--- src/hw/rtl/mqd_pkg.sv ---
// ----------------------------------------------------------------------------
// mqd_pkg
// shared types, constants and probability tables of the mq arithmetic decoder
// ----------------------------------------------------------------------------
package mqd_pkg;

  localparam int SEG_BYTES = 4096;
  localparam int SEG_AW    = $clog2(SEG_BYTES);
  localparam int PTR_W     = $clog2(SEG_BYTES + 1);
  localparam int NUM_CTX   = 19;
  localparam int CTX_W     = 5;
  localparam int QE_STATES = 47;
  localparam int ST_W      = 6;

  localparam logic [1:0] OP_LOAD   = 2'd0;
  localparam logic [1:0] OP_START  = 2'd1;
  localparam logic [1:0] OP_DECODE = 2'd2;

  localparam logic [15:0] A_INIT       = 16'h8000;
  localparam logic [7:0]  BYTE_FF      = 8'hFF;
  localparam logic [7:0]  MARKER_LIMIT = 8'h8F;
  localparam logic [31:0] MARKER_FILL  = 32'h0000_FF00;
  localparam logic [3:0]  CT_BYTE      = 4'd8;
  localparam logic [3:0]  CT_STUFFED   = 4'd7;
  localparam logic [3:0]  CT_INIT_SUB  = 4'd7;
  localparam logic [ST_W-1:0] ST_LAST    = ST_W'(QE_STATES - 1);
  localparam logic [ST_W-1:0] ST_UNIFORM = 6'd46;
  localparam logic [ST_W-1:0] ST_RUNLEN  = 6'd3;

  localparam logic [15:0] QE_VALUE [QE_STATES] = '{
    16'h5601, 16'h3401, 16'h1801, 16'h0AC1, 16'h0521, 16'h0221, 16'h5601, 16'h5401,
    16'h4801, 16'h3801, 16'h3001, 16'h2401, 16'h1C01, 16'h1601, 16'h5601, 16'h5401,
    16'h5101, 16'h4801, 16'h3801, 16'h3401, 16'h3001, 16'h2801, 16'h2401, 16'h2201,
    16'h1C01, 16'h1801, 16'h1601, 16'h1401, 16'h1201, 16'h1101, 16'h0AC1, 16'h09C1,
    16'h08A1, 16'h0521, 16'h0441, 16'h02A1, 16'h0221, 16'h0141, 16'h0111, 16'h0085,
    16'h0049, 16'h0025, 16'h0015, 16'h0009, 16'h0005, 16'h0001, 16'h5601
  };

  localparam logic [ST_W-1:0] MPS_NEXT_ST [QE_STATES] = '{
    6'd1,  6'd2,  6'd3,  6'd4,  6'd5,  6'd38, 6'd7,  6'd8,  6'd9,  6'd10, 6'd11, 6'd12,
    6'd13, 6'd29, 6'd15, 6'd16, 6'd17, 6'd18, 6'd19, 6'd20, 6'd21, 6'd22, 6'd23, 6'd24,
    6'd25, 6'd26, 6'd27, 6'd28, 6'd29, 6'd30, 6'd31, 6'd32, 6'd33, 6'd34, 6'd35, 6'd36,
    6'd37, 6'd38, 6'd39, 6'd40, 6'd41, 6'd42, 6'd43, 6'd44, 6'd45, 6'd45, 6'd46
  };

  localparam logic [ST_W-1:0] LPS_NEXT_ST [QE_STATES] = '{
    6'd1,  6'd6,  6'd9,  6'd12, 6'd29, 6'd33, 6'd6,  6'd14, 6'd14, 6'd14, 6'd17, 6'd18,
    6'd20, 6'd21, 6'd14, 6'd14, 6'd15, 6'd16, 6'd17, 6'd18, 6'd19, 6'd19, 6'd20, 6'd21,
    6'd22, 6'd23, 6'd24, 6'd25, 6'd26, 6'd27, 6'd28, 6'd29, 6'd30, 6'd31, 6'd32, 6'd33,
    6'd34, 6'd35, 6'd36, 6'd37, 6'd38, 6'd39, 6'd40, 6'd41, 6'd42, 6'd43, 6'd46
  };

  typedef struct packed {
    logic             en;
    logic [PTR_W-1:0] pos;
  } seg_rd_req_t;

  typedef struct packed {
    logic             we;
    logic [CTX_W-1:0] idx;
    logic [ST_W-1:0]  state;
    logic             mps;
  } ctx_wr_t;

  typedef struct packed {
    logic [ST_W-1:0] state;
    logic            mps;
  } ctx_rd_t;

  function automatic logic [ST_W-1:0] ctx_reset_state(input int idx);
    logic [ST_W-1:0] st;
    st = '0;
    if (idx == 0 || idx == NUM_CTX - 1) begin
      st = ST_UNIFORM;
    end else if (idx == NUM_CTX - 2) begin
      st = ST_RUNLEN;
    end
    return st;
  endfunction

  function automatic logic mps_switch(input logic [ST_W-1:0] st);
    return (st == 6'd0) || (st == 6'd6) || (st == 6'd14);
  endfunction

endpackage

--- src/hw/rtl/mqd_ctx_file.sv ---
// ----------------------------------------------------------------------------
// mqd_ctx_file
// adaptive context registers: probability state and mps bit per context
// ----------------------------------------------------------------------------
module mqd_ctx_file
  import mqd_pkg::*;
(
  input  logic             clk,
  input  logic             rst_n,
  input  logic             clear,
  input  ctx_wr_t          wr,
  input  logic [CTX_W-1:0] rd_idx,
  output ctx_rd_t          rd
);

  logic [ST_W-1:0] state_r [NUM_CTX];
  logic            mps_r   [NUM_CTX];

  always_ff @(posedge clk) begin
    if (!rst_n || clear) begin
      for (int i = 0; i < NUM_CTX; i++) begin
        state_r[i] <= ctx_reset_state(i);
        mps_r[i]   <= 1'b0;
      end
    end else if (wr.we) begin
      state_r[wr.idx] <= wr.state;
      mps_r[wr.idx]   <= wr.mps;
    end
  end

  assign rd.state = state_r[rd_idx];
  assign rd.mps   = mps_r[rd_idx];

endmodule

--- config.mk ---
export PLATFORM = sky130hd
export DESIGN_NAME = mqd_ctx_file
export DESIGN_NICKNAME = d
export VERILOG_FILES = /design/src/hw/rtl/mqd_pkg.sv /design/src/hw/rtl/mqd_ctx_file.sv
export SDC_FILE = /design/constraint.sdc
export NUM_CORES = 1
export LEC_CHECK = 0
export BUFFER_PORTS_ARGS = -buffer_cell sky130_fd_sc_hd__buf_2
export CAP_MARGIN = 20
export CORE_MARGIN = 2
export CORE_UTILIZATION = 45
export DETAILED_ROUTE_END_ITERATION = 10
export PLACE_DENSITY = 0.69
export SLEW_MARGIN = 15
export SYNTH_ARGS = -nofsm -noshare
export SYNTH_HDL_FRONTEND = slang
export SYNTH_SLANG_ARGS = --single-unit
export TNS_END_PERCENT = 1
--- constraint.sdc ---
create_clock -name clk -period 2.45 [get_ports clk]
set_input_delay 0.3675 -clock clk [delete_from_list [all_inputs] [get_ports clk]]
set_output_delay 0.3675 -clock clk [all_outputs]
set_load 0.1 [all_outputs]
==> metrics <==
failing checks=setup timing; most used cell, CP=mux4_2; DP HPWL=16.6 mm; achievable clock frequency=0.359 GHz; Slowest cell on crit path=mux4_2; vias=5530; type of the worst setup path=flop to primary output; register area=6660 um^2; utilization after layout=53.9%; commonest cells after routing, fill and taps aside=edfxtp_1 (217), nor2_1 (132), mux4_2 (70); vias in the first global route=5657; Iteration-0 DRC Markers=549; asr flop ratio synth=0%; gr ovfl total=0; Finished Cell Area=11200 um^2; Buf/Inv on CP=1; area grow syn2layout=18.4%; post-synthesis net count=577; nets@finish=659; TritonCTS sink count=224; core area=20800 um^2; multi-input combinational cell area=2640 um^2; Slew Viols, Final=0; layout cell share with drive strength beyond 1=30.4%; diode count=0; Ys Warns=0; Routed WL=23.3 mm; reg2reg end=state_r[18][0]; VDD IR max=566 uV; clk_lat worst skew=500 ps; CTS Root Cell=clkbuf_16; final setup margin=-337 ps; Synth Area in Adders=0%; Die X=149 um; count of final hold-check violations=0; Main synth FF type=edfxtp_1; placed cell area=10400 um^2; Worst slew margin=58.6%; min-delay src=wr[4]; die area=22200 um^2; Net Switching=1850 uW; #FFs+latches synth=224; XOR/XNOR share of the synthesized area=0%; CP Capture Type=primary output; Total GRT Usage=21.8%; crit path DAT=2420 ps; Post-CTS Hold Buffers=0; I/O pins=28; Rows=53; GPL Wtd Cong=0.874; Worst Skew=0 ps; multiplexer share of the synthesized area=17.5%; DRC violations left=0; Syn Area/Cell=17.0 um^2; H-tree levels=1; Hold Crit Class=input pin to flop; Crit Path Max Fanout=1; register share of total power=51.3%; Finished Layout Cells=929; CTS tree=built; CTS Buffer Depth=3; drt first pass iters=5; TritonCTS Buffers=23; DIE HEIGHT=149 um; Via density=5.95; Mapped Cells=556; first-pass GRT wire length=35.3 mm; CP Launch Type=flop; fin crit period=2790 ps; routed len/inst=25.1 um; unrepaired setup endpoints after global routing=yes; worst hold endpoint=state_r[16][3]; crit-path cells=mux4_2, mux4_2, mux2_4, buf_12; post-route ant nets=0; initial core utilization=45.5%; Static Leakage=0.00391 uW; Pint=6640 uW; initial antenna violation count=0; post-synthesis cell area=9480 um^2; clock share of power=40.4%; worst endpoint required time=2080 ps; Worst-path clk slew=60 ps; register area share after synthesis=70.2%; max_cap viols=0; Worst R2R Setup Slack=1680 ps; WHS Path Cells=3; Synth cell types=29; Comb power frac=8.3%; switching share of power=21.8%; Inst Count DP=888; main combinational cell family by area after synthesis=multiplexers; Top delay family on crit path=multiplexers; Simple-Gate Fraction of Synth Area=8.50%; commonest non-fill, non-tap cell in the layout=edfxtp_1; # fillers=1658; Synth Area in Compound Gates=1.56%; Critical R2R Launch=state_r[18][0]; TNS Setup=-2260 ps; Setup-failing EPs final=7; P per Cell Area=756 nW/um^2; run status=finished, violations left; Crit. path cell count=4; Post-synth EDFFs=217; CP max stage delay=550 ps; Reg2Reg Depth=2; Worst Tran Pin Value=620 ps; largest net degree at the start of global routing=22; period utilisation layout=114%; port bufs=27
## state kept, by name (all words and copies together), names as in the netlist
signal and cells:
mps_r 32, state_r 192
## synthesized netlist by cell type (all sizes together), types with 3 or more instances
cell,n,area share (%)
mux4,70,17
o211ai,8,0.63
nand4,12,0.79
nor2b,3,0.20
o2111ai,4,0.37
clkbuf,24,0.95
mux2,7,0.83
nand2,26,1.0
nor2,132,5.2
nand2b,4,0.26
nand3,4,0.21
dfxtp,7,1.5
inv,12,0.48
edfxtp,217,69
buf,10,0.82
## worst min-delay path, cell delays in order
cell and delay [ps]:
buf_2 80, nand2_1 100, nor2_1 130
## routing by layer
metal,wire length (um),track usage (%)
met1,8450,27.7
met2,12200,37.9
met3,1710,3.73
met4,1040,8.29
met5,0,0
## worst max-delay path by stage
stage / from / slack, ps / endpoint
after floorplan: rd_idx[0] / 20 / rd[0]
after global placement: rd_idx[0] / -390 / rd[3]
after detailed placement: rd_idx[0] / -390 / rd[3]
after CTS: mps_r[16] / -360 / rd[0]
after global routing: state_r[13][2] / -360 / rd[3]
final: state_r[13][2] / -340 / rd[3]
## power by group through the flow
| stage | Combinational (uW) | Clock [uW] | Sequential (uW) |
|---|---|---|---|
| floorplan | 446 | 0 | 4400 |
| global placement | 631 | 0 | 4430 |
| detailed placement | 640 | 0 | 4430 |
| CTS | 704 | 3460 | 4350 |
| global route | 732 | 3600 | 4360 |
| finish | 700 | 3430 | 4350 |
## cells by family after synthesis
kind of cell           after synthesis
and+or+nand+nor                    190
AOI/OAI and AO/OA                   19
buffers and inverters               46
muxes                               77
DFF                                224
## through the flow
step	hold slack [ps]	worst slack [ps]	total power [uW]
after detailed placement	505	-390	5070
after global routing	319	-363	8690
after floorplan	454	23.2	4840
after global placement	500	-392	5060
after CTS	277	-357	8520
final	289	-337	8480
## timing repair
| action | 4_1_cts | 5_1_grt |
|---|---|---|
| buffers inserted | 0 | 0 |
| setup endpoints to repair | 7 | 7 |
| gates resized for setup | 28 | 0 |
## final cells by class
class	instances	share of cell area, %
multi-input cells	286	23.5
clock inverters	12	1.22
repair buffers	91	7.11
well taps	275	3.07
clock buffers	29	5.33
inverters	12	0.401
flip-flops and latches	224	59.3
Power figures use the tool's default switching activity.
