### src/hw/rtl/mqd_pkg.sv
// ----------------------------------------------------------------------------
// mqd_pkg
// shared types, constants and probability tables of the mq arithmetic decoder
// ----------------------------------------------------------------------------
package mqd_pkg;

  localparam int SEG_BYTES = 4096;
  localparam int SEG_AW    = $clog2(SEG_BYTES);
  localparam int PTR_W     = $clog2(SEG_BYTES + 1);
  localparam int NUM_CTX   = 19;
  localparam int CTX_W     = 5;
  localparam int QE_STATES = 47;
  localparam int ST_W      = 6;

  localparam logic [1:0] OP_LOAD   = 2'd0;
  localparam logic [1:0] OP_START  = 2'd1;
  localparam logic [1:0] OP_DECODE = 2'd2;

  localparam logic [15:0] A_INIT       = 16'h8000;
  localparam logic [7:0]  BYTE_FF      = 8'hFF;
  localparam logic [7:0]  MARKER_LIMIT = 8'h8F;
  localparam logic [31:0] MARKER_FILL  = 32'h0000_FF00;
  localparam logic [3:0]  CT_BYTE      = 4'd8;
  localparam logic [3:0]  CT_STUFFED   = 4'd7;
  localparam logic [3:0]  CT_INIT_SUB  = 4'd7;
  localparam logic [ST_W-1:0] ST_LAST    = ST_W'(QE_STATES - 1);
  localparam logic [ST_W-1:0] ST_UNIFORM = 6'd46;
  localparam logic [ST_W-1:0] ST_RUNLEN  = 6'd3;

  localparam logic [15:0] QE_VALUE [QE_STATES] = '{
    16'h5601, 16'h3401, 16'h1801, 16'h0AC1, 16'h0521, 16'h0221, 16'h5601, 16'h5401,
    16'h4801, 16'h3801, 16'h3001, 16'h2401, 16'h1C01, 16'h1601, 16'h5601, 16'h5401,
    16'h5101, 16'h4801, 16'h3801, 16'h3401, 16'h3001, 16'h2801, 16'h2401, 16'h2201,
    16'h1C01, 16'h1801, 16'h1601, 16'h1401, 16'h1201, 16'h1101, 16'h0AC1, 16'h09C1,
    16'h08A1, 16'h0521, 16'h0441, 16'h02A1, 16'h0221, 16'h0141, 16'h0111, 16'h0085,
    16'h0049, 16'h0025, 16'h0015, 16'h0009, 16'h0005, 16'h0001, 16'h5601
  };

  localparam logic [ST_W-1:0] MPS_NEXT_ST [QE_STATES] = '{
    6'd1,  6'd2,  6'd3,  6'd4,  6'd5,  6'd38, 6'd7,  6'd8,  6'd9,  6'd10, 6'd11, 6'd12,
    6'd13, 6'd29, 6'd15, 6'd16, 6'd17, 6'd18, 6'd19, 6'd20, 6'd21, 6'd22, 6'd23, 6'd24,
    6'd25, 6'd26, 6'd27, 6'd28, 6'd29, 6'd30, 6'd31, 6'd32, 6'd33, 6'd34, 6'd35, 6'd36,
    6'd37, 6'd38, 6'd39, 6'd40, 6'd41, 6'd42, 6'd43, 6'd44, 6'd45, 6'd45, 6'd46
  };

  localparam logic [ST_W-1:0] LPS_NEXT_ST [QE_STATES] = '{
    6'd1,  6'd6,  6'd9,  6'd12, 6'd29, 6'd33, 6'd6,  6'd14, 6'd14, 6'd14, 6'd17, 6'd18,
    6'd20, 6'd21, 6'd14, 6'd14, 6'd15, 6'd16, 6'd17, 6'd18, 6'd19, 6'd19, 6'd20, 6'd21,
    6'd22, 6'd23, 6'd24, 6'd25, 6'd26, 6'd27, 6'd28, 6'd29, 6'd30, 6'd31, 6'd32, 6'd33,
    6'd34, 6'd35, 6'd36, 6'd37, 6'd38, 6'd39, 6'd40, 6'd41, 6'd42, 6'd43, 6'd46
  };

  typedef struct packed {
    logic             en;
    logic [PTR_W-1:0] pos;
  } seg_rd_req_t;

  typedef struct packed {
    logic             we;
    logic [CTX_W-1:0] idx;
    logic [ST_W-1:0]  state;
    logic             mps;
  } ctx_wr_t;

  typedef struct packed {
    logic [ST_W-1:0] state;
    logic            mps;
  } ctx_rd_t;

  function automatic logic [ST_W-1:0] ctx_reset_state(input int idx);
    logic [ST_W-1:0] st;
    st = '0;
    if (idx == 0 || idx == NUM_CTX - 1) begin
      st = ST_UNIFORM;
    end else if (idx == NUM_CTX - 2) begin
      st = ST_RUNLEN;
    end
    return st;
  endfunction

  function automatic logic mps_switch(input logic [ST_W-1:0] st);
    return (st == 6'd0) || (st == 6'd6) || (st == 6'd14);
  endfunction

endpackage

### src/hw/rtl/mqd_engine.sv
// ----------------------------------------------------------------------------
// mqd_engine
// sequencer and shared code register datapath: init, decode, renorm, byte in
// ----------------------------------------------------------------------------
module mqd_engine
  import mqd_pkg::*;
(
  input  logic             clk,
  input  logic             rst_n,
  input  logic             cmd_start,
  input  logic             cmd_decode,
  input  logic [CTX_W-1:0] cmd_ctx,
  output logic             busy,
  output seg_rd_req_t      rd_req,
  input  logic [7:0]       rd_byte,
  output logic [CTX_W-1:0] ctx_idx,
  input  ctx_rd_t          ctx_rd,
  output ctx_wr_t          ctx_wr,
  output logic             res_valid,
  output logic             res_decision
);

  typedef enum logic [3:0] {
    S_IDLE,
    S_INIT_RD,
    S_INIT_LD,
    S_FETCH_B0,
    S_FETCH_B1,
    S_INIT_FIN,
    S_DEC_LOOK,
    S_DEC_EVAL,
    S_RENORM
  } state_t;

  state_t           state_r, state_nxt;
  logic [31:0]      c_r, c_nxt;
  logic [15:0]      a_r, a_nxt;
  logic [3:0]       ct_r, ct_nxt;
  logic [PTR_W-1:0] rp_r, rp_nxt;
  logic             ret_init_r, ret_init_nxt;
  logic             ff0_r, ff0_nxt;
  logic [CTX_W-1:0] cx_r, cx_nxt;
  logic [ST_W-1:0]  st_r, st_nxt;
  logic             mps_r, mps_nxt;
  logic [15:0]      qe_r, qe_nxt;
  logic [15:0]      anew_r, anew_nxt;
  logic             valid_r, valid_nxt;
  logic             dec_r, dec_nxt;

  logic [31:0]      c_add;
  logic [31:0]      c_sum;
  logic [15:0]      a_sh;
  logic [ST_W-1:0]  st_clamp;
  logic             chigh_lt;
  logic             a_small;
  logic             take_lps;

  assign st_clamp = (ctx_rd.state > ST_LAST) ? ST_LAST : ctx_rd.state;
  assign chigh_lt = (c_r[31:16] < anew_r);
  assign a_small  = (anew_r < qe_r);
  assign a_sh     = {a_r[14:0], 1'b0};

  // shared code register adder
  always_comb begin
    c_add = '0;
    unique case (state_r)
      S_FETCH_B1: begin
        if (!ff0_r) begin
          c_add = {16'd0, rd_byte, 8'd0};
        end else if (rd_byte > MARKER_LIMIT) begin
          c_add = MARKER_FILL;
        end else begin
          c_add = {15'd0, rd_byte, 9'd0};
        end
      end
      S_DEC_EVAL: c_add = 32'd0 - {anew_r, 16'd0};
      default:    c_add = '0;
    endcase
  end
  assign c_sum = c_r + c_add;

  assign take_lps = chigh_lt ? a_small : !a_small;

  always_comb begin
    state_nxt    = state_r;
    c_nxt        = c_r;
    a_nxt        = a_r;
    ct_nxt       = ct_r;
    rp_nxt       = rp_r;
    ret_init_nxt = ret_init_r;
    ff0_nxt      = ff0_r;
    cx_nxt       = cx_r;
    st_nxt       = st_r;
    mps_nxt      = mps_r;
    qe_nxt       = qe_r;
    anew_nxt     = anew_r;
    valid_nxt    = 1'b0;
    dec_nxt      = dec_r;
    rd_req       = '0;
    ctx_wr       = '0;
    ctx_wr.idx   = cx_r;
    unique case (state_r)
      S_IDLE: begin
        if (cmd_start) begin
          rp_nxt    = '0;
          state_nxt = S_INIT_RD;
        end else if (cmd_decode) begin
          cx_nxt    = cmd_ctx;
          state_nxt = S_DEC_LOOK;
        end
      end
      S_INIT_RD: begin
        rd_req.en  = 1'b1;
        rd_req.pos = '0;
        state_nxt  = S_INIT_LD;
      end
      S_INIT_LD: begin
        c_nxt        = {8'd0, rd_byte, 16'd0};
        rd_req.en    = 1'b1;
        rd_req.pos   = rp_r;
        ret_init_nxt = 1'b1;
        state_nxt    = S_FETCH_B0;
      end
      S_FETCH_B0: begin
        ff0_nxt    = (rd_byte == BYTE_FF);
        rd_req.en  = 1'b1;
        rd_req.pos = rp_r + PTR_W'(1);
        state_nxt  = S_FETCH_B1;
      end
      S_FETCH_B1: begin
        c_nxt = c_sum;
        if (ff0_r && rd_byte > MARKER_LIMIT) begin
          ct_nxt = CT_BYTE;
        end else begin
          rp_nxt = rp_r + PTR_W'(1);
          ct_nxt = ff0_r ? CT_STUFFED : CT_BYTE;
        end
        state_nxt = ret_init_r ? S_INIT_FIN : S_RENORM;
      end
      S_INIT_FIN: begin
        c_nxt     = {c_r[24:0], 7'd0};
        ct_nxt    = ct_r - CT_INIT_SUB;
        a_nxt     = A_INIT;
        state_nxt = S_IDLE;
      end
      S_DEC_LOOK: begin
        st_nxt    = st_clamp;
        mps_nxt   = ctx_rd.mps;
        qe_nxt    = QE_VALUE[st_clamp];
        anew_nxt  = a_r - QE_VALUE[st_clamp];
        state_nxt = S_DEC_EVAL;
      end
      S_DEC_EVAL: begin
        valid_nxt = 1'b1;
        if (chigh_lt && anew_r[15]) begin
          dec_nxt   = mps_r;
          a_nxt     = anew_r;
          state_nxt = S_IDLE;
        end else begin
          ctx_wr.we = 1'b1;
          if (take_lps) begin
            dec_nxt      = !mps_r;
            ctx_wr.state = LPS_NEXT_ST[st_r];
            ctx_wr.mps   = mps_switch(st_r) ? !mps_r : mps_r;
          end else begin
            dec_nxt      = mps_r;
            ctx_wr.state = MPS_NEXT_ST[st_r];
            ctx_wr.mps   = mps_r;
          end
          if (chigh_lt) begin
            a_nxt = anew_r;
          end else begin
            c_nxt = c_sum;
            a_nxt = qe_r;
          end
          state_nxt = S_RENORM;
        end
      end
      S_RENORM: begin
        if (ct_r == 4'd0) begin
          rd_req.en    = 1'b1;
          rd_req.pos   = rp_r;
          ret_init_nxt = 1'b0;
          state_nxt    = S_FETCH_B0;
        end else begin
          a_nxt  = a_sh;
          c_nxt  = {c_r[30:0], 1'b0};
          ct_nxt = ct_r - 4'd1;
          if (a_sh[15] || a_sh == 16'd0) begin
            state_nxt = S_IDLE;
          end
        end
      end
      default: state_nxt = S_IDLE;
    endcase
  end

  always_ff @(posedge clk) begin
    if (!rst_n) begin
      state_r    <= S_IDLE;
      c_r        <= '0;
      a_r        <= A_INIT;
      ct_r       <= '0;
      rp_r       <= '0;
      ret_init_r <= 1'b0;
      valid_r    <= 1'b0;
    end else begin
      state_r    <= state_nxt;
      c_r        <= c_nxt;
      a_r        <= a_nxt;
      ct_r       <= ct_nxt;
      rp_r       <= rp_nxt;
      ret_init_r <= ret_init_nxt;
      valid_r    <= valid_nxt;
    end
    ff0_r  <= ff0_nxt;
    cx_r   <= cx_nxt;
    st_r   <= st_nxt;
    mps_r  <= mps_nxt;
    qe_r   <= qe_nxt;
    anew_r <= anew_nxt;
    dec_r  <= dec_nxt;
  end

  assign busy         = (state_r != S_IDLE);
  assign ctx_idx      = cx_r;
  assign res_valid    = valid_r;
  assign res_decision = dec_r;

endmodule

### config.mk
export PLATFORM = sky130hd
export DESIGN_NAME = mqd_engine
export DESIGN_NICKNAME = d
export VERILOG_FILES = /design/src/hw/rtl/mqd_pkg.sv /design/src/hw/rtl/mqd_engine.sv
export SDC_FILE = /design/constraint.sdc
export NUM_CORES = 1
export LEC_CHECK = 0
export ABC_AREA = 1
export CORE_MARGIN = 4
export CORE_UTILIZATION = 37
export CTS_CLUSTER_SIZE = 10
export DETAILED_ROUTE_END_ITERATION = 16
export DONT_BUFFER_PORTS = 1
export GPL_TIMING_DRIVEN = 0
export SYNTH_ARGS = -nofsm -noshare
export SYNTH_HDL_FRONTEND = slang
export SYNTH_SLANG_ARGS = --single-unit
### constraint.sdc
create_clock -name clk -period 4.3 [get_ports clk]
set_clock_uncertainty 0.2 [all_clocks]
set_input_delay 0.645 -clock clk [delete_from_list [all_inputs] [get_ports clk]]
set_output_delay 0.645 -clock clk [all_outputs]
set_load 0.02 [all_outputs]
==> results.txt, run 1 <==
The flow ran to the end, and the final reports show no timing, DRC or antenna violations. Of the total synthesized cell area, the portion taken by XOR and XNOR cells is 2.19%. The worst register-to-register path ends at c_r[28].

The register-to-register path setup slack is roughly 0.41 ns. The final setup slack of the worst path is roughly 0.29 ns. Clock tree synthesis inserted a total of 17 buffers. The via count of the first global-routing pass is about 9400.

The end of the worst hold path is ctx_idx[3]. After synthesis, the cell types taking the most area are sky130_fd_sc_hd__dfxtp_1 14%, sky130_fd_sc_hd__edfxtp_1 13%, sky130_fd_sc_hd__nand2_1 12%. sky130_fd_sc_hd__dfxtp_1 takes more of the synthesized area than any other cell. The number of clock sinks seen by CTS came out at ~110. Of the post-synthesis cell area, the part taken by muxes is 0%. The portion of synthesized cell area occupied by the leading cell type is 14.0%. For the worst flop-to-flop path, the logic depth is 20. The area growth from synthesis to layout came out at 10.8%. In the final routed layout, each cell accounts on average for about 16 um. The wire-length estimate of the detail-placed layout is 24300 um. The cell area after technology mapping came out at 0.00999 sq mm. The number of antenna violations at the first check in global routing is 0. The total number of H-tree levels is 4. The post-synthesis share of cell area spent on full adders, half adders and majority gates is between 10% and 20%.

The placeable core region is between 0.02 and 0.03 sq mm. The buffer cell driving the clock tree root is sky130_fd_sc_hd__clkbuf_16. The floorplan has 59 rows.

The placement-stage cell area is ~0.010 sq mm. TritonCTS built the clock tree. The startpoint-to-endpoint class of the critical path is primary input to flip-flop. The instance count after placement with tap cells included is about 1800. In this run the tool buffered the top-level ports with 0 buffer cells. The post-layout instance count excluding filler cells came out at approximately 1900. The minimum setup slack after placement came out at -0.570 ns. The number of hold buffers added after CTS came out at 0.

The die covers between 0.02 and 0.03 sq mm. The total number of nets in the final design came out at about 1600. The clock-pin slew on the worst setup and hold paths is around 0.05 ns.

For this run, the detailed router's first-pass iteration total came to 5. The synthesized netlist devotes around a quarter of its cell area to simple gates. The count of unresolved DRC violations after routing is 0. The power per unit of standard cell area is 466 mW/mm^2.

The number of setup violations in the final report came out at 0. The total area of multi-input combinational cells came out at 0.00619 sq mm. The library cell used most frequently in the layout, excluding fill and tap cells, is sky130_fd_sc_hd__nand2_1. The count of max-cap constraint violations came out at 0. The maximum number of pins on one net before global-route repair is 35.

The number of distinct library cells after synthesis came out at 57. The top cell types in the final layout, fill and taps aside, are 330 x sky130_fd_sc_hd__nand2_1, 229 x sky130_fd_sc_hd__inv_1, 144 x sky130_fd_sc_hd__a21oi_1. The number of nets produced by synthesis is about 1600.

The routability congestion estimate came out at 0.977. After detailed routing, the total wire length is 30500 um. The total overflow left after global routing is 0. The number of failing hold endpoints at the final stage came out at 0. The final worst hold slack is 0.126 ns. The total via count in the routed design came out at between 10000 and 15000. Averaged over all synthesized cells, the footprint is between 6 and 7 sq um. The number of design-rule violations left by the first detailed-router iteration is between 800 and 900. The die is ~170 um tall. The flip-flop and latch area came out at between 0.002 and 0.003 sq mm. Of the cells placed in the final design, the portion with a size suffix greater than 1 is around 7.9%. The instance count along the most critical hold path is 0. For this configuration, the core starts out at a cell density of between 30% and 40%. Synthesis inferred around 110 register bits. For the pin with the worst max-slew slack, the measured transition is 0.861 ns. The arrival time of the worst setup path is between 3 and 4 ns. Setup repair after global routing left no endpoint under its margin. The largest fanout of any net on the critical path came out at 8.

The maximum ir drop on the vdd rail is 0.000301 V. Sequential cells were found to cover 26.9% of the synthesized design area. The clock network latency to the later pin of the worst-skew pair is approximately 0.42 ns. The tightest min-delay check is of the primary input to flip-flop type. The origin of the worst min-delay path is cmd_ctx[3]. Headroom to the max-slew limit came out at about 42%.

The remaining number of nets flagged by the antenna check after routing is 0. The first-pass GRT wire length is ~49000 um. The maximum operating frequency came out at 249 MHz. The largest family of logic cells by synthesized area is simple AND/OR/NAND/NOR gates. The number of instances in the synthesized netlist is around 1500. The average vias per placed instance is between 5 and 6. The area of all placed cells without fillers is 0.0111 sq mm. The total routing resource utilization after global routing is a little over 20%. In this run the horizontal extent of the chip is between 150 and 200 um.

The part of the cycle the worst path needs came out at slightly above 90%. The reported leakage power is a little under 5 nW. The number of antenna diodes came out at 0. The total number of yosys warnings is 0. STA classifies the critical path startpoint as a primary input. In this run the critical register-to-register path is launched from anew_r[0]. The worst endpoint required time came out at roughly 4.2 ns.

The number of I/O pins is between 50 and 60. The number of buffers on the longest clock path is 2. Summing the areas of all compound-gate instances in the mapped netlist gives a little over a fifth of the synthesized area. The count of fill cells added during filler insertion is approximately 2800. The post-route minimum period came out at roughly 4.0 ns. The capturing element type of the critical path is a flip-flop. The final-report max-slew violation count came out at 0.
[synthesized netlist by cell type, drive strengths merged]
cell type / number
o211ai: 9
fa: 2
a31oi: 7
buf: 24
o21bai: 7
a21oi: 156
and2: 1
a211oi: 7
xor2: 18
ha: 90
o22ai: 11
nand2: 348
nor3: 30
dfxtp: 70
a221oi: 3
and3: 1
o32ai: 1
a32o: 1
o21a: 5
clkbuf: 23
a311oi: 1
o21ai: 138
edfxtp: 43
nand4: 18
o31ai: 2
nor2: 131
nand3b: 2
inv: 238
o221ai: 17
xnor2: 7
nand3: 69
or2: 11
a31o: 1
clkinv: 3
a21o: 4
a21boi: 2
nor4: 4
[through the flow]
| step | TNS [ns] | util [%] | power [mW] |
|---|---|---|---|
| floorplan | 0 | - | 3.07 |
| global placement | -2.16 | 39.6 | 3.68 |
| detailed placement | -2.07 | 39.7 | 3.70 |
| CTS | 0 | 42.0 | 5.14 |
| global route | 0 | 42.1 | 5.50 |
| finish | 0 | 42.1 | 5.15 |
[metal layers]
metal | share of wire, % | vias up | wire length, um | global-route usage, %
met4 | 2.6 | 0 | 807 | 6.97
li1 | - | 5057 | - | -
met1 | 46 | 4596 | 13900 | 27.6
met5 | 0 | - | 0 | 0
met2 | 46 | 307 | 14100 | 34.1
met3 | 5.7 | 49 | 1730 | 3.25
[cells by family (layout without fill, tap and decap cells)]
kind of cell,after synthesis,count (layout)
xor gates and xnor gates,25,25
adders and majority gates,92,92
AOI/OAI and AO/OA,372,372
DFF,113,113
buffers and inverters,288,321
and+or+nand+nor,615,615
[worst max-delay path, cell delays in order]
cell and delay [ns]:
sky130_fd_sc_hd__clkbuf_2 0.18, sky130_fd_sc_hd__inv_2 0.11, sky130_fd_sc_hd__nor3_2 0.23, sky130_fd_sc_hd__nor2_1 0.06, sky130_fd_sc_hd__nor2_1 0.17, sky130_fd_sc_hd__nor2_4 0.09
sky130_fd_sc_hd__ha_1 0.34, sky130_fd_sc_hd__nor2_1 0.16, sky130_fd_sc_hd__nand2_1 0.12, sky130_fd_sc_hd__nor2_1 0.24, sky130_fd_sc_hd__inv_1 0.08, sky130_fd_sc_hd__ha_1 0.34
sky130_fd_sc_hd__a21o_1 0.20, sky130_fd_sc_hd__a31oi_2 0.24, sky130_fd_sc_hd__o21bai_1 0.17, sky130_fd_sc_hd__a21boi_2 0.23, sky130_fd_sc_hd__o21ai_0 0.17, sky130_fd_sc_hd__xor2_1 0.17
[power breakdown]
| part | switching, mW | total, mW | internal, mW |
|---|---|---|---|
| Clock | 0.513 | 1.43 | 0.915 |
| Sequential | 0.219 | 1.54 | 1.32 |
| Combinational | 1.46 | 2.18 | 0.725 |
[cell type report]
| cell class | instances | area share, % |
|---|---|---|
| multi-input cells | 1104 | 56.0 |
| flip-flops and latches | 113 | 24.3 |
| inverters | 241 | 8.22 |
| clock buffers | 23 | 4.42 |
| well taps | 335 | 3.79 |
| plain buffers | 47 | 2.19 |
| clock inverters | 9 | 0.916 |
| repair buffers | 1 | 0.181 |
[timing repair]
action | 4_1_cts | 5_1_grt
gates resized for setup | 2 | 11
endpoints found under the setup margin | 3 | 8
buffers inserted | 0 | 0
pin swaps | 0 | 1
endpoints found under the hold margin | 0 | 0
[state kept, by name, summed over array words and instances, names as in the netlist, 4 cells and up]
register  cells
anew_r       16
st_r          6
ctx_idx       5
rp_r         13
c_r          31
qe_r         13
state_r       4
a_r          16
ct_r          4
[how the worst max path moves through the flow]
stage,start,endpoint,slack [ns],cells after the start
2_1_floorplan,ctx_rd[4],anew_r[15],0.46,22
3_5_place_dp,ctx_rd[4],anew_r[14],-0.57,18
6_report,ctx_rd[4],anew_r[14],0.29,18
5_1_grt,ctx_rd[4],anew_r[15],0.01,21
4_1_cts,ctx_rd[4],anew_r[15],0.03,22
3_3_place_gp,ctx_rd[4],anew_r[14],-0.58,18
No activity file was read; power rests on OpenSTA's default activity.
==> inputs of run 2 (changes only) <==
--- a/config.mk
+++ b/config.mk
@@ -12,6 +12,7 @@
 export DETAILED_ROUTE_END_ITERATION = 16
 export DONT_BUFFER_PORTS = 1
 export GPL_TIMING_DRIVEN = 0
+export REMOVE_ABC_BUFFERS = 1
 export SYNTH_ARGS = -nofsm -noshare
 export SYNTH_HDL_FRONTEND = slang
 export SYNTH_SLANG_ARGS = --single-unit
==> results.txt, run 2 (synthesis results as in run 1) <==
From synthesis to final layout, the design area changed by 7.81%. The register with the most flip-flops is c_r. TritonCTS built the clock tree. In this run the power density over the cells is approximately 450 mW/mm^2.

The worst hold path begins at cmd_ctx[4]. The first-pass GRT wire length is around 46000 um. Dividing the detail-routed wire length by the instance count gives about 16 um.

The worst-case headroom to the max-slew limit is 24.1%. Tracing the worst setup path back leads to its startpoint at anew_r[3]. The total area of multi-input combinational cells is around 0.0062 sq mm. The die height is roughly 170 um. The maximum ir drop on the vdd rail came out at about 0.00028 V. The reported leakage power came out at about 4.8 nW. Setup repair after global routing left no endpoint under its margin. The placement-stage cell area came out at about 0.010 sq mm. The final-report max-slew violation count is 0. The remaining number of nets flagged by the antenna check after routing is 0.

The instance count after placement with tap cells included came out at approximately 1800. The maximum number of pins on one net before global-route repair is 38. The number of setup violations in the final report is 0. The number of buffers inserted by post-CTS setup repair came out at 0. The post-layout instance count excluding filler cells came out at approximately 1800.

In the layout the commonest cells are 329 x sky130_fd_sc_hd__nand2_1, 229 x sky130_fd_sc_hd__inv_1, 146 x sky130_fd_sc_hd__a21oi_1. Input and output buffers added on the ports amount to 0. The starting density of the core is 38.0%.

The final setup slack of the worst path is between 0.3 and 0.4 ns. The flow ran to the end, and the final reports show no timing, DRC or antenna violations. Row generation in the floorplan step produced 59 rows. The number of antenna diodes in the final layout is 0. The via count of the first global-routing pass is just over 9000. The number of I/O pins came out at 59.

The count of fill cells added during filler insertion is ~2800. STA puts the critical path data required time at around 3.5 ns. The number of design-rule violations left by the first detailed-router iteration is 652. The number of antenna violations at the first check in global routing is 0.

Clock tree synthesis selected as its root buffer the cell sky130_fd_sc_hd__clkbuf_16. The maximum operating frequency is 255 MHz. The worst min-delay path category is primary input to flip-flop. Before CTS, the worst setup slack after placement is -0.229 ns. The area of all placed cells without fillers is approximately 0.011 sq mm. The largest fanout of any net on the critical path is 29. The met2 usage came out at 32.5%. The startpoint type of the worst setup path is a flip-flop. The average vias per placed instance is 5.29. The worst setup path is captured at a primary output. The routed design could run at a clock period as short as ~3.9 ns. The worst setup path is of the flip-flop to primary output kind. On the final layout, the worst hold slack is between 0.1 and 0.15 ns. The number of gates resized after cts came out at 1. The slew at the pin closest to its max-slew limit came out at around 1.1 ns.

After routing, the total negative slack on setup checks comes to 0 ns. For this block, the routed nets add up to between 20000 and 30000 um of wire. The count of max-cap constraint violations came out at 0. The largest registers in the layout are c_r: 31 flops, a_r: 16 flops, anew_r: 16 flops. The fraction of met1 tracks used by global routing is about 25%.

The met3 track demand over resource is 2.79%. The total number of nets in the final design came out at 1594. The clock-pin slew on the worst setup and hold paths came out at around 0.06 ns.

The number of flip-flops under the largest register name is 31. The overall die area is between 0.02 and 0.03 sq mm. The total overflow left after global routing is 0.

met2 is the most crowded layer. In this run the horizontal extent of the chip is between 150 and 200 um. After floorplanning, the core was sized to cover roughly 0.026 sq mm. The final total power came out at slightly below 5 mW.

The total via count in the routed design came out at between 9000 and 10000. The first detailed-routing pass ran for 5 iterations. The routability congestion estimate is a little over 0.9. The flip-flop and latch area is 0.00269 sq mm. Global routing used between 10% and 20% of the available tracks.

The startpoint identified for the worst register-to-register timing path is anew_r[0]. The share of layout cells above drive strength 1 is under 10%. Leaving out fill and tap cells, the most frequent cell in the layout is sky130_fd_sc_hd__nand2_1. The total clock buffers created by CTS came out at 17. The number of hold buffers added after CTS came out at 0. The number of failing hold endpoints at the final stage is 0. The final standard cell utilization of the core is about two fifths. The part of the cycle the worst path needs is 91.4%. The number of clock sinks seen by CTS came out at about 110.

The count of unresolved DRC violations after routing is 0. The total number of H-tree levels is 4. The arrival time of the worst setup path is between 3 and 4 ns.

After legalization and detailed placement, the total HPWL measured 21500 um. The clock passes through at most 2 buffers. The clock network latency to the later pin of the worst-skew pair came out at between 0.4 and 0.5 ns.
[run 2: power by group]
| part | switching (mW) | internal [mW] | total [mW] | leakage [nW] |
|---|---|---|---|---|
| clock network | 0.554 | 0.799 | 1.35 | 0.278 |
| registers | 0.220 | 1.32 | 1.54 | 0.953 |
| logic | 1.38 | 0.611 | 1.99 | 3.59 |
[run 2: worst max-delay path, stage by stage, from the launching register on]
cell and delay, ns:
sky130_fd_sc_hd__edfxtp_1 0.45, sky130_fd_sc_hd__inv_1 0.12, sky130_fd_sc_hd__ha_1 0.30, sky130_fd_sc_hd__nand2_1 0.05, sky130_fd_sc_hd__o21ai_0 0.23, sky130_fd_sc_hd__nand2_1 0.08
sky130_fd_sc_hd__nand2_1 0.08, sky130_fd_sc_hd__nand2_1 0.10, sky130_fd_sc_hd__nand2_4 0.25, sky130_fd_sc_hd__inv_1 0.11, sky130_fd_sc_hd__nand2_1 0.07, sky130_fd_sc_hd__nand2_1 0.14
sky130_fd_sc_hd__inv_1 0.27, sky130_fd_sc_hd__nand2_1 0.08, sky130_fd_sc_hd__nor2_1 0.34
[run 2: path summary, 6_finish.rpt]
check                    end  slack (ns)  depth (start not counted)
hold / removal    ctx_idx[4]        0.12                          0
setup / recovery   ctx_wr[6]        0.37                         14
hold reg to reg       c_r[4]        0.27                          2
setup reg to reg     c_r[27]        0.47                         22
[run 2: metal layers]
metal	up-vias	routed length, um
li1	4970	-
met1	4416	13200
met2	228	13300
met3	43	1160
met4	0	583
met5	-	0
[run 2: area by class of cell]
type / instances / share of cell area (%)
flip-flops and latches: 113 / 25.0
well taps: 335 / 3.89
clock inverters: 15 / 1.24
multi-input cells: 1104 / 57.3
inverters: 241 / 8.44
clock buffers: 17 / 3.95
repair buffers: 1 / 0.186
==> inputs of run 3 (changes only) <==
--- a/config.mk
+++ b/config.mk
@@ -6,11 +6,11 @@
 export NUM_CORES = 1
 export LEC_CHECK = 0
 export ABC_AREA = 1
+export BUFFER_PORTS_ARGS = -buffer_cell sky130_fd_sc_hd__clkbuf_2
 export CORE_MARGIN = 4
 export CORE_UTILIZATION = 37
 export CTS_CLUSTER_SIZE = 10
 export DETAILED_ROUTE_END_ITERATION = 16
-export DONT_BUFFER_PORTS = 1
 export GPL_TIMING_DRIVEN = 0
 export REMOVE_ABC_BUFFERS = 1
 export SYNTH_ARGS = -nofsm -noshare
==> results.txt, run 3 (synthesis results as in run 1) <==
Using the TritonRoute via totals, the vias-per-cell ratio works out to about 5.3. The instance count after placement with tap cells included is ~1900. The switching share of power came out at a little over two fifths. The final total power is 5.20 mW. The via count of the first global-routing pass is roughly 9400.

At the pin with the least slew margin, the transition time is about 1.1 ns. The worst setup path is launched from a primary input. The clock passes through at most 2 buffers. The number of clock sinks seen by CTS came out at 113. The run finished with clean final reports. The overall die area is between 0.02 and 0.03 sq mm. The count of fill cells added during filler insertion came out at around 2800.

The worst-case headroom to the max-slew limit came out at ~29%. The routability congestion estimate came out at between 0.9 and 1. In this run the clock root is driven by a sky130_fd_sc_hd__clkbuf_16. Setup repair after global routing could not meet its margin everywhere. For this run the aggregate overflow at the end of global routing stands at 0.

The final setup slack of the worst path is approximately 0.28 ns. The startpoint-to-endpoint class of the critical path is primary input to flip-flop. The number of antenna violations at the first check in global routing came out at 0. The H-tree was split into 4 levels. The register with the most flip-flops in the layout has 31 of them. STA classifies the critical path endpoint as a flip-flop. The maximum number of pins on one net before global-route repair is 38. Along the worst path, the maximum fanout reaches 8. The arrival time of the worst setup path is approximately 4 ns. IR analysis of the VDD net gives a maximum drop of approximately 0.00032 V. The path class of the tightest hold or removal check is primary input to flip-flop. The reported leakage power came out at ~5 nW. The power per unit of standard cell area came out at around 470 mW/mm^2. The number of failing hold endpoints at the final stage is 0. After the first detailed-routing iteration, the DRC count stood at roughly 630. The total clock buffers created by CTS came out at 17. The overall routed net length came out at roughly 29000 um.

The standard-cell row count is 59. The pre-antenna-repair detailed-routing pass consisted of 5 iterations. The floorplan step set the die height to between 150 and 200 um. The initial utilization of the core area, before any placement, comes to between 30% and 40%. Data on the critical path is required at its endpoint by around 4.3 ns. The register with the most flip-flops is c_r. The die is approximately 170 um wide. The clock network latency to the later pin of the worst-skew pair came out at 0.43 ns. In the layout the commonest cells are 328 x sky130_fd_sc_hd__nand2_1, 229 x sky130_fd_sc_hd__inv_1, 145 x sky130_fd_sc_hd__a21oi_1. The cell internal power dissipation came out at 2.98 mW. The clock tree from TritonCTS is done. Dividing the detail-routed wire length by the instance count gives between 15 and 20 um. The clock-pin slew on the worst setup and hold paths is 0.06 ns. For this run, design rule violations remaining after detail routing come to 0. The number of hold buffers added after CTS is 0.

In this run the remaining antenna-violating nets after routing total 0. The minimum setup slack after placement is -0.406 ns. The number of antenna diodes is 0. The first global-routing pass estimated around 48000 um of wire. Detailed placement ended at an HPWL of 21900 um. The share of layout cells above drive strength 1 is 10.5%. The most frequent standard cell in the layout excluding fill and tap cells is sky130_fd_sc_hd__nand2_1. Of the total power, combinational logic draws between 40% and 50%. The number of setup violations in the final report is 0. The count of port buffers added during placement came out at 58. The largest registers in the layout are c_r: 31 flops, a_r: 16 flops, anew_r: 16 flops.

The final-report max-slew violation count is 0. For this run, the top clock speed supported by timing is approximately 250 MHz. Sequential cells burn between 20% and 30% of the power. The count of max-cap constraint violations came out at 0.

The total number of nets in the final design is around 1700. The total routing resource utilization after global routing is roughly a fifth. Excluding fillers, the count of instances in the completed layout stands at approximately 1900. The total via count in the routed design is approximately 10000.

Measured on the finished design, the core utilization comes to 42.5%. The clock network is responsible for 30.4% of the overall power. The final sum of negative setup slack came out at 0 ns.

The clock period could shrink to roughly 4.0 ns. The net switching power is between 2 and 2.5 mW. The area growth from synthesis to layout is 11.9%. The number of I/O pins came out at ~60. The part of the cycle the worst path needs is around 93%. The placeable core region is between 0.02 and 0.03 sq mm.
## run 3: changes by cell type in the layout (fill, tap and decap cells not counted), sizes merged
cell      before  now
inv          243  241
buf            1    2
clkinvlp       1    3
bufinv         1    3
clkinv        11    5
clkbuf        17   79
## run 3: repair_timing
action,in CTS,in global routing
gates resized for setup,1,11
cloned,0,0
endpoints found under the setup margin,1,18
pin swaps,0,0
buffers inserted,0,1
## run 3: final cells by class
type / count / area, sq um / share of cell area, %
Clock buffer: 21 / 503 / 4.50
Clock inverter: 11 / 145 / 1.30
Inverter: 241 / 913 / 8.17
Multi-Input combinational cell: 1104 / 6190 / 55.4
Sequential cell: 113 / 2690 / 24.1
Tap cell: 335 / 419 / 3.75
Timing Repair Buffer: 60 / 318 / 2.84
## run 3: path summary, 6_finish.rpt
kind | from | to | slack [ns] | cells after the start
worst max register to register | state_r[3] | c_r[3] | 0.45 | 10
worst max-delay path | ctx_rd[4] | anew_r[15] | 0.28 | 21
worst min-delay path | cmd_ctx[2] | ctx_idx[2] | 0.19 | 1
worst min register to register | ret_init_r | ret_init_r | 0.26 | 2
## run 3: critical path: stages
cell and delay, ns:
sky130_fd_sc_hd__clkbuf_2 0.19, sky130_fd_sc_hd__inv_2 0.11, sky130_fd_sc_hd__nor3_2 0.21, sky130_fd_sc_hd__nor2_1 0.06, sky130_fd_sc_hd__nor2_1 0.17, sky130_fd_sc_hd__nor2_4 0.09, sky130_fd_sc_hd__inv_1 0.13, sky130_fd_sc_hd__ha_1 0.18
sky130_fd_sc_hd__inv_1 0.05, sky130_fd_sc_hd__nand2_1 0.09, sky130_fd_sc_hd__nand3_1 0.09, sky130_fd_sc_hd__a21oi_1 0.29, sky130_fd_sc_hd__inv_1 0.08, sky130_fd_sc_hd__ha_1 0.34, sky130_fd_sc_hd__o21ai_0 0.10, sky130_fd_sc_hd__nand2_1 0.11
sky130_fd_sc_hd__a21oi_1 0.29, sky130_fd_sc_hd__o21ai_0 0.27, sky130_fd_sc_hd__a21oi_1 0.26, sky130_fd_sc_hd__o21bai_1 0.11, sky130_fd_sc_hd__xnor2_1 0.13
## run 3: power groups by stage
stage          Sequential, mW  Combinational (mW)  Clock, mW
6_report                 1.52                2.09       1.58
5_1_grt                  1.55                2.35       1.65
4_1_cts                  1.52                2.09       1.59
3_5_place_dp             1.54                2.06          0
3_3_place_gp             1.54                2.03          0
2_1_floorplan            1.49                1.45          0
## run 3: routing by layer
layer	part of all wire, %	wire length [um]	vias up	global-route usage (%)
met3	4.9	1440	54	3.04
met2	47	13900	278	33.6
li1	-	-	5075	-
met1	45	13300	4574	25.7
met5	0	0	-	0
met4	2.8	834	0	7.07
## run 3: through the flow
stage | cell area, sq um | hold slack (ns)
after floorplan | 9750 | 0.240
after global placement | 10500 | 0.252
after detailed placement | 10500 | 0.257
after CTS | 11100 | 0.189
after global routing | 11200 | 0.182
final | 11200 | 0.191
